### config.mk
export PLATFORM = sky130hd
export DESIGN_NAME = playfair_cipher_engine_core
export DESIGN_NICKNAME = d
export VERILOG_FILES = /design/src/rtl/pce_pkg.sv /design/src/rtl/playfair_cipher_engine_core.sv
export SDC_FILE = /design/constraint.sdc
export NUM_CORES = 1
export LEC_CHECK = 0
export ABC_AREA = 0
export BUFFER_PORTS_ARGS = -buffer_cell sky130_fd_sc_hd__buf_2
export CORE_MARGIN = 8
export CORE_UTILIZATION = 40
export CTS_CLUSTER_DIAMETER = 60
export DETAILED_ROUTE_END_ITERATION = 10
export PLACE_DENSITY = 0.64
export REMOVE_ABC_BUFFERS = 1
export SLEW_MARGIN = 10
export SYNTH_ARGS = -nofsm -noshare
export SYNTH_HDL_FRONTEND = slang
export SYNTH_SLANG_ARGS = --single-unit
### constraint.sdc
create_clock -name clk -period 17.8 [get_ports clk]
set_clock_uncertainty 0.05 [all_clocks]
set_input_delay 2.67 -clock clk [delete_from_list [all_inputs] [get_ports clk]]
set_output_delay 2.67 -clock clk [all_outputs]
set_load 0.1 [all_outputs]
### src/rtl/pce_pkg.sv
// ----------------------------------------------------------------------------
// pce_pkg
// Shared types, letter codes and grid arithmetic for the playfair engine.
// ----------------------------------------------------------------------------
package pce_pkg;

	localparam int GRID_SIDE   = 5;
	localparam int SQUARE_SIZE = GRID_SIDE * GRID_SIDE;
	localparam int NUM_LETTERS = 26;
	localparam int LETTER_W    = 5;
	localparam int POS_W       = $clog2(SQUARE_SIZE);
	localparam int COORD_W     = $clog2(GRID_SIDE);

	typedef logic [LETTER_W-1:0] letter_t;
	typedef logic [POS_W-1:0]    pos_t;
	typedef logic [COORD_W-1:0]  coord_t;

	localparam logic [2:0] ACT_KEY_START  = 3'd0;
	localparam logic [2:0] ACT_KEY_LETTER = 3'd1;
	localparam logic [2:0] ACT_KEY_FINISH = 3'd2;
	localparam logic [2:0] ACT_MSG_LETTER = 3'd3;
	localparam logic [2:0] ACT_MSG_END    = 3'd4;

	localparam letter_t CODE_I = letter_t'(8);
	localparam letter_t CODE_J = letter_t'(9);
	localparam letter_t CODE_Q = letter_t'(16);
	localparam letter_t CODE_X = letter_t'(23);
	localparam letter_t CODE_Z = letter_t'(25);
	localparam letter_t LAST_LETTER = letter_t'(NUM_LETTERS - 1);

	typedef enum logic [1:0] {
		ST_IDLE,
		ST_FILL,
		ST_LOOK,
		ST_SQUARE
	} state_t;

	function automatic coord_t pos_row(pos_t p);
		coord_t r;
		r = '0;
		for (int i = 1; i < GRID_SIDE; i++) begin
			if (p >= pos_t'(i * GRID_SIDE))
				r = coord_t'(i);
		end
		return r;
	endfunction

	function automatic coord_t pos_col(pos_t p);
		pos_t base;
		base = pos_t'(int'(pos_row(p)) * GRID_SIDE);
		return coord_t'(p - base);
	endfunction

	// one step round the row or column, backwards when decrypting
	function automatic coord_t step_coord(coord_t c, logic dec);
		coord_t r;
		if (dec)
			r = (c == '0) ? coord_t'(GRID_SIDE - 1) : coord_t'(c - coord_t'(1));
		else
			r = (c == coord_t'(GRID_SIDE - 1)) ? '0 : coord_t'(c + coord_t'(1));
		return r;
	endfunction

	function automatic pos_t pos_of(coord_t r, coord_t c);
		return pos_t'(int'(r) * GRID_SIDE) + pos_t'(c);
	endfunction

endpackage

### src/rtl/playfair_cipher_engine_core.sv
// ----------------------------------------------------------------------------
// playfair_cipher_engine_core
// Streaming 5x5 playfair cipher with the square held in on-chip memories.
// ----------------------------------------------------------------------------
// Input channel (in_valid / in_stall) carries one word: an action code and a
// letter (A=0 .. Z=25). Output channel (out_valid / out_stall) carries one
// cipher letter per word; a pair is two words, last_in_pair marking the
// second and message_done marking the second word of the pair that message
// end produces. cfg_valid / cfg_ready writes cipher_mode (0 encrypt, 1
// decrypt); cfg_ready is always high and writes belong to idle periods.
// Key start, key letter, message letters that only get held and message end
// with nothing held are handled while idle. Key finish walks the alphabet
// through the square memory, one letter a cycle. A letter or message end that
// completes a pair goes through a read of the position memory, then a read
// of the square memory, then the pair moves into the output buffer; the first
// word is offered on the cycle after that. The next word is accepted while
// the previous pair still drains, but a new pair waits in the last step until
// the buffer is empty. A stalled receiver holds the buffered word unchanged.
// Reset clears the key (not ready), the held letter, the mode and the
// output buffer; the memories keep whatever they hold until written.
// ----------------------------------------------------------------------------
module playfair_cipher_engine_core (
	input  logic       clk,
	input  logic       arst_n,
	input  logic       cfg_valid,
	output logic       cfg_ready,
	input  logic       cfg_data,
	input  logic       in_valid,
	output logic       in_stall,
	input  logic [2:0] action,
	input  logic [4:0] letter_in,
	output logic       out_valid,
	input  logic       out_stall,
	output logic [4:0] cipher_letter,
	output logic       last_in_pair,
	output logic       message_done
);

	pce_pkg::state_t state_q, state_d;

	logic                             cipher_mode_q;
	logic [pce_pkg::NUM_LETTERS-1:0]  used_q;
	pce_pkg::pos_t                    fill_q;
	logic                             key_ready_q;
	pce_pkg::letter_t                 held_letter_q;
	logic                             held_valid_q;
	pce_pkg::letter_t                 walk_q;
	logic                             done_q;

	logic                             out_valid_q;
	logic                             out_second_q;
	pce_pkg::letter_t                 out_first_letter_q;
	pce_pkg::letter_t                 out_second_letter_q;
	logic                             out_done_q;

	pce_pkg::letter_t square_mem [pce_pkg::SQUARE_SIZE];
	pce_pkg::pos_t    place_mem  [pce_pkg::NUM_LETTERS];

	pce_pkg::pos_t    place_a_s1, place_b_s1;
	pce_pkg::letter_t sq_a_s2, sq_b_s2;

	logic             accept;
	pce_pkg::letter_t code;
	logic             code_ok;
	logic             square_full;
	logic             enc_start;
	pce_pkg::letter_t partner;

	logic             place_en;
	pce_pkg::letter_t place_code;
	logic             place_rd_en;
	logic             sq_rd_en;
	logic             load_out;

	pce_pkg::coord_t  r1, c1, r2, c2;
	pce_pkg::coord_t  nr1, nc1, nr2, nc2;
	pce_pkg::pos_t    sq_addr_a, sq_addr_b;

	assign cfg_ready = 1'b1;

	// common decode
	assign accept      = in_valid && !in_stall;
	assign code        = (letter_in == pce_pkg::CODE_J) ? pce_pkg::CODE_I : letter_in;
	assign code_ok     = code <= pce_pkg::LAST_LETTER;
	assign square_full = fill_q >= pce_pkg::pos_t'(pce_pkg::SQUARE_SIZE);

	always_comb begin
		enc_start = 1'b0;
		if (accept && key_ready_q && held_valid_q) begin
			if (action == pce_pkg::ACT_MSG_END)
				enc_start = 1'b1;
			else if (action == pce_pkg::ACT_MSG_LETTER && code_ok)
				enc_start = 1'b1;
		end
	end

	always_comb begin
		if (action == pce_pkg::ACT_MSG_END)
			partner = pce_pkg::CODE_Z;
		else if (held_letter_q != code)
			partner = code;
		else if (held_letter_q == pce_pkg::CODE_X)
			partner = pce_pkg::CODE_Q;
		else
			partner = pce_pkg::CODE_X;
	end

	// next state
	always_comb begin
		state_d = state_q;
		case (state_q)
			pce_pkg::ST_IDLE: begin
				if (accept && action == pce_pkg::ACT_KEY_FINISH && !key_ready_q)
					state_d = pce_pkg::ST_FILL;
				else if (enc_start)
					state_d = pce_pkg::ST_LOOK;
			end
			pce_pkg::ST_FILL: begin
				if (walk_q == pce_pkg::LAST_LETTER)
					state_d = pce_pkg::ST_IDLE;
			end
			pce_pkg::ST_LOOK: begin
				state_d = pce_pkg::ST_SQUARE;
			end
			pce_pkg::ST_SQUARE: begin
				if (!out_valid_q)
					state_d = pce_pkg::ST_IDLE;
			end
			default: begin
				state_d = pce_pkg::ST_IDLE;
			end
		endcase
	end

	// state outputs
	always_comb begin
		in_stall    = 1'b1;
		place_en    = 1'b0;
		place_code  = code;
		place_rd_en = 1'b0;
		sq_rd_en    = 1'b0;
		load_out    = 1'b0;
		case (state_q)
			pce_pkg::ST_IDLE: begin
				in_stall    = 1'b0;
				place_rd_en = enc_start;
				if (accept && action == pce_pkg::ACT_KEY_LETTER && !key_ready_q && code_ok)
					place_en = !used_q[code] && !square_full;
			end
			pce_pkg::ST_FILL: begin
				place_code = walk_q;
				place_en   = (walk_q != pce_pkg::CODE_J) && !used_q[walk_q] && !square_full;
			end
			pce_pkg::ST_LOOK: begin
				sq_rd_en = 1'b1;
			end
			pce_pkg::ST_SQUARE: begin
				load_out = !out_valid_q;
			end
			default: begin
				in_stall = 1'b1;
			end
		endcase
	end

	// pair rule on the two positions
	always_comb begin
		r1  = pce_pkg::pos_row(place_a_s1);
		c1  = pce_pkg::pos_col(place_a_s1);
		r2  = pce_pkg::pos_row(place_b_s1);
		c2  = pce_pkg::pos_col(place_b_s1);
		nr1 = r1;
		nr2 = r2;
		nc1 = c2;
		nc2 = c1;
		if (r1 == r2) begin
			nc1 = pce_pkg::step_coord(c1, cipher_mode_q);
			nc2 = pce_pkg::step_coord(c2, cipher_mode_q);
		end else if (c1 == c2) begin
			nr1 = pce_pkg::step_coord(r1, cipher_mode_q);
			nr2 = pce_pkg::step_coord(r2, cipher_mode_q);
			nc1 = c1;
			nc2 = c2;
		end
		sq_addr_a = pce_pkg::pos_of(nr1, nc1);
		sq_addr_b = pce_pkg::pos_of(nr2, nc2);
	end

	// square and position memories
	always_ff @(posedge clk) begin
		if (place_en) begin
			square_mem[fill_q]    <= place_code;
			place_mem[place_code] <= fill_q;
		end
	end

	always_ff @(posedge clk) begin
		if (place_rd_en) begin
			place_a_s1 <= place_mem[held_letter_q];
			place_b_s1 <= place_mem[partner];
		end
		if (sq_rd_en) begin
			sq_a_s2 <= square_mem[sq_addr_a];
			sq_b_s2 <= square_mem[sq_addr_b];
		end
	end

	// control registers
	always_ff @(posedge clk or negedge arst_n) begin
		if (!arst_n) begin
			state_q       <= pce_pkg::ST_IDLE;
			cipher_mode_q <= 1'b0;
			used_q        <= '0;
			fill_q        <= '0;
			key_ready_q   <= 1'b0;
			held_letter_q <= '0;
			held_valid_q  <= 1'b0;
			walk_q        <= '0;
			out_valid_q   <= 1'b0;
			out_second_q  <= 1'b0;
		end else begin
			state_q <= state_d;
			if (cfg_valid && cfg_ready)
				cipher_mode_q <= cfg_data;

			if (accept && action == pce_pkg::ACT_KEY_START) begin
				used_q       <= '0;
				fill_q       <= '0;
				key_ready_q  <= 1'b0;
				held_valid_q <= 1'b0;
			end else if (place_en) begin
				used_q[place_code] <= 1'b1;
				fill_q             <= fill_q + pce_pkg::pos_t'(1);
			end

			if (state_q == pce_pkg::ST_IDLE)
				walk_q <= '0;
			else if (state_q == pce_pkg::ST_FILL)
				walk_q <= walk_q + pce_pkg::letter_t'(1);
			if (state_q == pce_pkg::ST_FILL && walk_q == pce_pkg::LAST_LETTER)
				key_ready_q <= 1'b1;

			if (accept && key_ready_q) begin
				if (action == pce_pkg::ACT_MSG_LETTER && code_ok) begin
					if (!held_valid_q) begin
						held_letter_q <= code;
						held_valid_q  <= 1'b1;
					end else if (held_letter_q != code) begin
						held_valid_q <= 1'b0;
					end
				end else if (action == pce_pkg::ACT_MSG_END) begin
					held_valid_q <= 1'b0;
				end
			end

			if (load_out) begin
				out_valid_q  <= 1'b1;
				out_second_q <= 1'b0;
			end else if (out_valid_q && !out_stall) begin
				out_valid_q  <= !out_second_q;
				out_second_q <= !out_second_q;
			end
		end
	end

	// pair payload
	always_ff @(posedge clk) begin
		if (enc_start)
			done_q <= (action == pce_pkg::ACT_MSG_END);
		if (load_out) begin
			out_first_letter_q  <= sq_a_s2;
			out_second_letter_q <= sq_b_s2;
			out_done_q          <= done_q;
		end
	end

	assign out_valid     = out_valid_q;
	assign cipher_letter = out_second_q ? out_second_letter_q : out_first_letter_q;
	assign last_in_pair  = out_second_q;
	assign message_done  = out_second_q && out_done_q;

	// checks
	a_fill_not_ready: assert property (@(posedge clk) disable iff (!arst_n)
		state_q == pce_pkg::ST_FILL |-> !key_ready_q)
		else $error("alphabet walk with key already ready");

	a_ready_full: assert property (@(posedge clk) disable iff (!arst_n)
		key_ready_q |-> fill_q == pce_pkg::pos_t'(pce_pkg::SQUARE_SIZE))
		else $error("key ready with square not full");

	a_used_count: assert property (@(posedge clk) disable iff (!arst_n)
		$countones(used_q) == int'(fill_q))
		else $error("used letters disagree with fill count");

	a_lookup_keyed: assert property (@(posedge clk) disable iff (!arst_n)
		state_q == pce_pkg::ST_LOOK |-> key_ready_q && $past(place_rd_en))
		else $error("pair lookup without a ready key");

	a_held_not_j: assert property (@(posedge clk) disable iff (!arst_n)
		held_valid_q |-> held_letter_q != pce_pkg::CODE_J)
		else $error("held letter is J");

endmodule

Yosys cells after proc, flatten, opt, wreduce, memory -nomap -nowiden
Memories as Yosys holds them, arrays and structs flattened. A register that Yosys moved wholly into a read port is not among the register bits. Index checks and enable logic that the tools add are counted.

Input port bits: 14. Flip-flop bits (word level): 60. RAM bits: 255. Memories kept: 2.

Reductions and logical operators: 36. Mux-type cells: 73. Order comparisons: 14. Add/sub/neg operators: 14. Eq/ne operators: 21. Bitwise operators: 2. $mul: 4.

Memories: place_mem (words 26, width 5, rd ports 2, clocked after Yosys merged registers in 2, wr ports 1, RTL line playfair_cipher_engine_core.sv:57) `pce_pkg::pos_t place_mem [pce_pkg::NUM_LETTERS];`; square_mem (words 25, width 5, rd ports 2, clocked after Yosys merged registers in 2, wr ports 1, RTL line playfair_cipher_engine_core.sv:56) `pce_pkg::letter_t square_mem [pce_pkg::SQUARE_SIZE];`.

Operators with widths (number): $mux W3 (27); $mux W26 (2); $mux W5 (9); $mux W1 (26); $or A26 B26 Y26 (1); $ge A5 B4 Y1 const B (4); $lt A5 B6 Y1 const B (3); $logic_and A1 B1 Y1 (17); $eq A3 B3 Y1 const B (5); $ge A5 B5 Y1 const B (3); $logic_not A3 Y1 (5); $add A3 B1 Y3 const B (4); $sub A3 B1 Y3 const B (4); $add A5 B1 Y5 const B (2); $add A5 B3 Y5 (2); $bmux W1 S5 (2); $eq A5 B5 Y1 const B (2); $ge A5 B3 Y1 const B (2); $mul A3 B3 Y5 const B (2); $mux W2 (4); $pmux W2 S4 (1); $reduce_bool A2 Y1 (4); $logic_not A1 Y1 (7); $eq A3 B2 Y1 const B (2); other kinds (19) (24).

Depth between registers and ports, before layout
Depth after elaboration: 12. Depth in mapped cells: 22. Gate-level depth less buffers: 21.

Worst setup path before layout
OpenSTA, ideal clock, no wires.

Path kind: register -> register. Start point: reg place_b_s1[3], read port of place_mem. End point: reg sq_a_s2[0], read port of square_mem (data pin). Path slack: 12.137 ns. Path buffers: 2. Setup time: 0.260 ns. Cell stages (with the launch flop): 18. Data required time: 17.490 ns. Data arrival time: 5.353 ns. Path through: edfxtp_1 buf_2 or3b_2 o31a_1 o31a_1 mux2i_1 fa_1 xnor2_4 xor2_1 nand4_4 mux2_2 ha_1 ha_1 inv_1 fa_1 buf_1 mux4_2 mux2_2.

Cells in the longest elaborated chain, start to end: 12.

RTL lines: start: declaration (RTL line playfair_cipher_engine_core.sv:59) `pce_pkg::pos_t place_a_s1, place_b_s1;`; $ge A5 B3 Y1 (RTL line pce_pkg.sv:42) `if (p >= pos_t'(i * GRID_SIDE))`; $mux W1 (RTL line pce_pkg.sv:42); $mux W3 (2 in series) (RTL line pce_pkg.sv:42); $mux W3 (*) (RTL line pce_pkg.sv:42); $mul A3 B3 Y3 (RTL line pce_pkg.sv:50) `base = pos_t'(int'(pos_row(p)) * GRID_SIDE);`; $sub A3 B3 Y3 (RTL line pce_pkg.sv:51) `return coord_t'(p - base);`; $eq A3 B3 Y1 (RTL line playfair_cipher_engine_core.sv:179) `end else if (c1 == c2) begin`; $mux W3 (RTL line playfair_cipher_engine_core.sv:179); $mux W3 (RTL line playfair_cipher_engine_core.sv:176) `if (r1 == r2) begin`; $mul A3 B3 Y5 (RTL line pce_pkg.sv:65) `return pos_t'(int'(r) * GRID_SIDE) + pos_t'(c);`; $add A5 B3 Y5 (*) (RTL line pce_pkg.sv:65); end: declaration (RTL line playfair_cipher_engine_core.sv:60) `pce_pkg::letter_t sq_a_s2, sq_b_s2;`.

Mark *: on every way between the ends. The rest lies on a longest branch, timed or not. A chain may end at the register's enable or synchronous reset.

Worst setup path after layout
Start point: reg place_b_s1[4], read port of place_mem. End point: reg sq_a_s2[2], read port of square_mem (data pin).

The elaborated chain is that of the path after synthesis.

==> metrics.cfg <==
[sta]
hold_violations = 0
setup-tns-final_ns = 0
grt_setup_unrepaired = no
tightest_slew_ns = 1.18
min_period_ns = 6.19
final-setup-viol-count = 0
fin_crit_sh_pct = 34.8
final_max_slew_viol_count = 0
fmax_ghz = 0.161
setup_slack_ns = 11.61
relSlewSlack_pct = 21.3

[critical_path]
cp.depth = 15
cpPeakStageDelay_ns = 1.06
r2r_cells = 15
required_ns = 18.05
critPathBufInv = 1
r2r_end = sq_a_s2[2]$_DFFE_PP_
crit_path_max_fanout = 14
cp-end-kind = register
critPathLaunchType = register
cpMaxStageDelayCell = fa_1
r2r_slack_ns = 11.61
crit_family = adder cells
path_class = register to register
reg2reg_from = place_b_s1[4]$_DFFE_PP_
critical_path.cell_chain = or3b_2 -> o31a_1 -> o31a_1 -> mux2i_1 -> fa_1 -> xnor2_4 -> xor2_1 -> nand4_4 -> mux2_2 -> ha_1 -> ha_1 -> inv_1 -> fa_1 -> mux4_2 -> mux2_2
arrival_ns = 6.44

[hold_path]
hold_class = register to register
hold_depth = 0
hold_path_end = out_second_letter_q[1]$_DFFE_PP_
hp-start = sq_b_s2[1]$_DFFE_PP_

[cts]
postCtsSetupRepairBufs = 0
cts_buffers = 38
cts-resized-gates = 0
cts_hold_buf = 0
htreeDepth = 2
cts_tree = yes
clockBufferDepth = 3
clock_latency_ns = 0.54
cts_root_buffer = clkbuf_16
clk_pin_slew_ns = 0.06
clock_sinks = 335

[cells_and_area]
final_cells = 1867
n_antenna_cell = 0
area_growth_pct = 10.8
final_nets = 1306
fin_util_pct = 44.7
fin_area_sq_um = 19200
drive_gt1_share_pct = 19.0

[placed_design]
gp_congestion = 0.892
io_buffers = 22
dpl.cell_count = 1801
dp_hpwl_mm = 30.7
place_area_sq_um = 18000
dp_worst_setup_slack_ns = 11.44

[grt]
grt_pass1_vias = 11014
grt_max_degree = 53
grt_usage_pct = 17.6
grt.overflow.total = 0
grt_pass1_wl_mm = 67.6
antenna_found_initial = 0

[synth]
ys_ff_latch = 335
synth_cell_types = 77
yosysTopAreaCellShare_pct = 49.8
seq_area_frac_synth_pct = 56.7
synth_warnings = 0
synth_ff_type = edfxtp_1
synth_cells = 1250
syn_area_per_cell_sq_um = 13.9
synthArstFlopShare_pct = 14.3
syn_area_sq_um = 17300
synth_edf_count = 287
synth_top_cell_by_area = edfxtp_1
netlist_top_cells_area = edfxtp_1 50%, mux4_2 12%, dfrtp_1 6.9%, mux2i_1 3.7%, nand2_1 3.1%

[flow_run]
max-cap-violations = 0

[routing]
wl_mm = 44.2
routedWlPerCell_um = 23.7
drc_errors = 0
vias_per_cell = 5.98
vias = 11170
dr.pass1.iters = 6
detail-route-antenna-nets = 0
first_iter_violations = 1283

[die]
fp-row-count = 76
io-pin-count = 24
fp.coreArea_sq_um = 42900
dieArea_sq_um = 50200
die_x_um = 224
die_h_um = 224
start_util_pct = 40.4

[power_and_ir_drop]
power.density_nw_per_um2 = 135
leakage_nw = 6.80
peakVddDrop_mv = 0.155

[outcome]
status = complete, no violations

power by group:
part	total [mW]	leakage, nW	internal (mW)	switching (mW)
Clock	0.755	0.589	0.447	0.308
Combinational	0.714	2.96	0.248	0.466
Sequential	1.13	3.25	1.02	0.102
synthesized netlist by cell type (all sizes together) (3+ instances only):
master / n
o22a: 7
nor4: 6
xnor2: 19
nand3b: 3
nand4: 5
dfrtp: 48
o221ai: 34
nor3: 15
o21ai: 41
or3b: 3
a31oi: 12
nand2b: 11
o211ai: 9
o221a: 5
inv: 37
mux2i: 66
a32oi: 5
nand2: 144
nand3: 28
o2111ai: 6
a21oi: 44
edfxtp: 287
nor2: 80
a21o: 21
fa: 4
or3: 5
o32ai: 3
a22o: 4
xor2: 3
ha: 32
mux2: 28
nand4b: 8
buf: 30
clkbuf: 43
and2: 5
mux4: 96
nor2b: 8
o21a: 13
layout by cell type, fill, tap and decap left out, types with 21 or more instances in the layout:
master	synthesis	final
a21o_1	21	21
a21oi_1	44	44
buf_2	10	22
clkbuf_16	0	39
dfrtp_1	48	47
edfxtp_1	287	287
ha_1	32	29
inv_1	37	37
mux2_2	23	23
mux2i_1	64	64
mux4_2	96	96
nand2_1	143	143
nand3_1	28	28
nor2_1	80	80
o21ai_0	36	35
o221ai_1	34	34
sequential cells by signal (all words and copies together), names as in the netlist, 5 cells and up:
name and count:
sq_b_s2 5, walk_q 5, place_a_s1 5, place_b_s1 5
out_first_letter_q 5, out_second_letter_q 5, place_mem 130, square_mem 125
held_letter_q 5, sq_a_s2 5, fill_q 5, used_q 26
how the worst max path moves through the flow:
stage                       startpoint                    endpoint  slack [ns]
2_1_floorplan             letter_in[3]     place_b_s1[3]$_DFFE_PP_       10.20
3_3_place_gp              letter_in[1]  place_mem[19][3]$_DFFE_PP_       11.45
3_5_place_dp              letter_in[1]  place_mem[19][1]$_DFFE_PP_       11.44
4_1_cts        place_b_s1[4]$_DFFE_PP_        sq_b_s2[4]$_DFFE_PP_       11.59
5_1_grt        place_a_s1[2]$_DFFE_PP_        sq_a_s2[2]$_DFFE_PP_       11.27
6_report       place_b_s1[4]$_DFFE_PP_        sq_a_s2[2]$_DFFE_PP_       11.61
logic make-up after synthesis:
group / synth area share [%]
simple gates: 8.92
compound gates: 9.28
mux: 18.3
other cells: 0.0217
xor+xnor: 1.35
buf+inv: 2.67
flops: 56.7
fa+ha+maj: 2.77
per-stage QoR:
step / power (mW) / hold slack (ns)
final: 2.59 / 0.374
after global routing: 2.70 / 0.387
after CTS: 2.60 / 0.378
after detailed placement: 1.85 / 0.364
after global placement: 1.84 / 0.356
after floorplan: 1.58 / 0.350
cell type report:
class / instances / area, sq um
Multi-Input combinational cell: 805 / 7060
Sequential cell: 335 / 9820
Fill cell: 3796 / 23700
Clock inverter: 13 / 139
Tap cell: 585 / 732
Clock buffer: 53 / 1060
Inverter: 37 / 139
Timing Repair Buffer: 39 / 238
metal layers:
layer,GRT usage [%],routed length (um)
met1,23.3,18300
met2,29.1,21600
met3,3.00,2990
met4,5.99,1320
met5,0,0
Note: power is estimated with default switching activity, not from simulation.
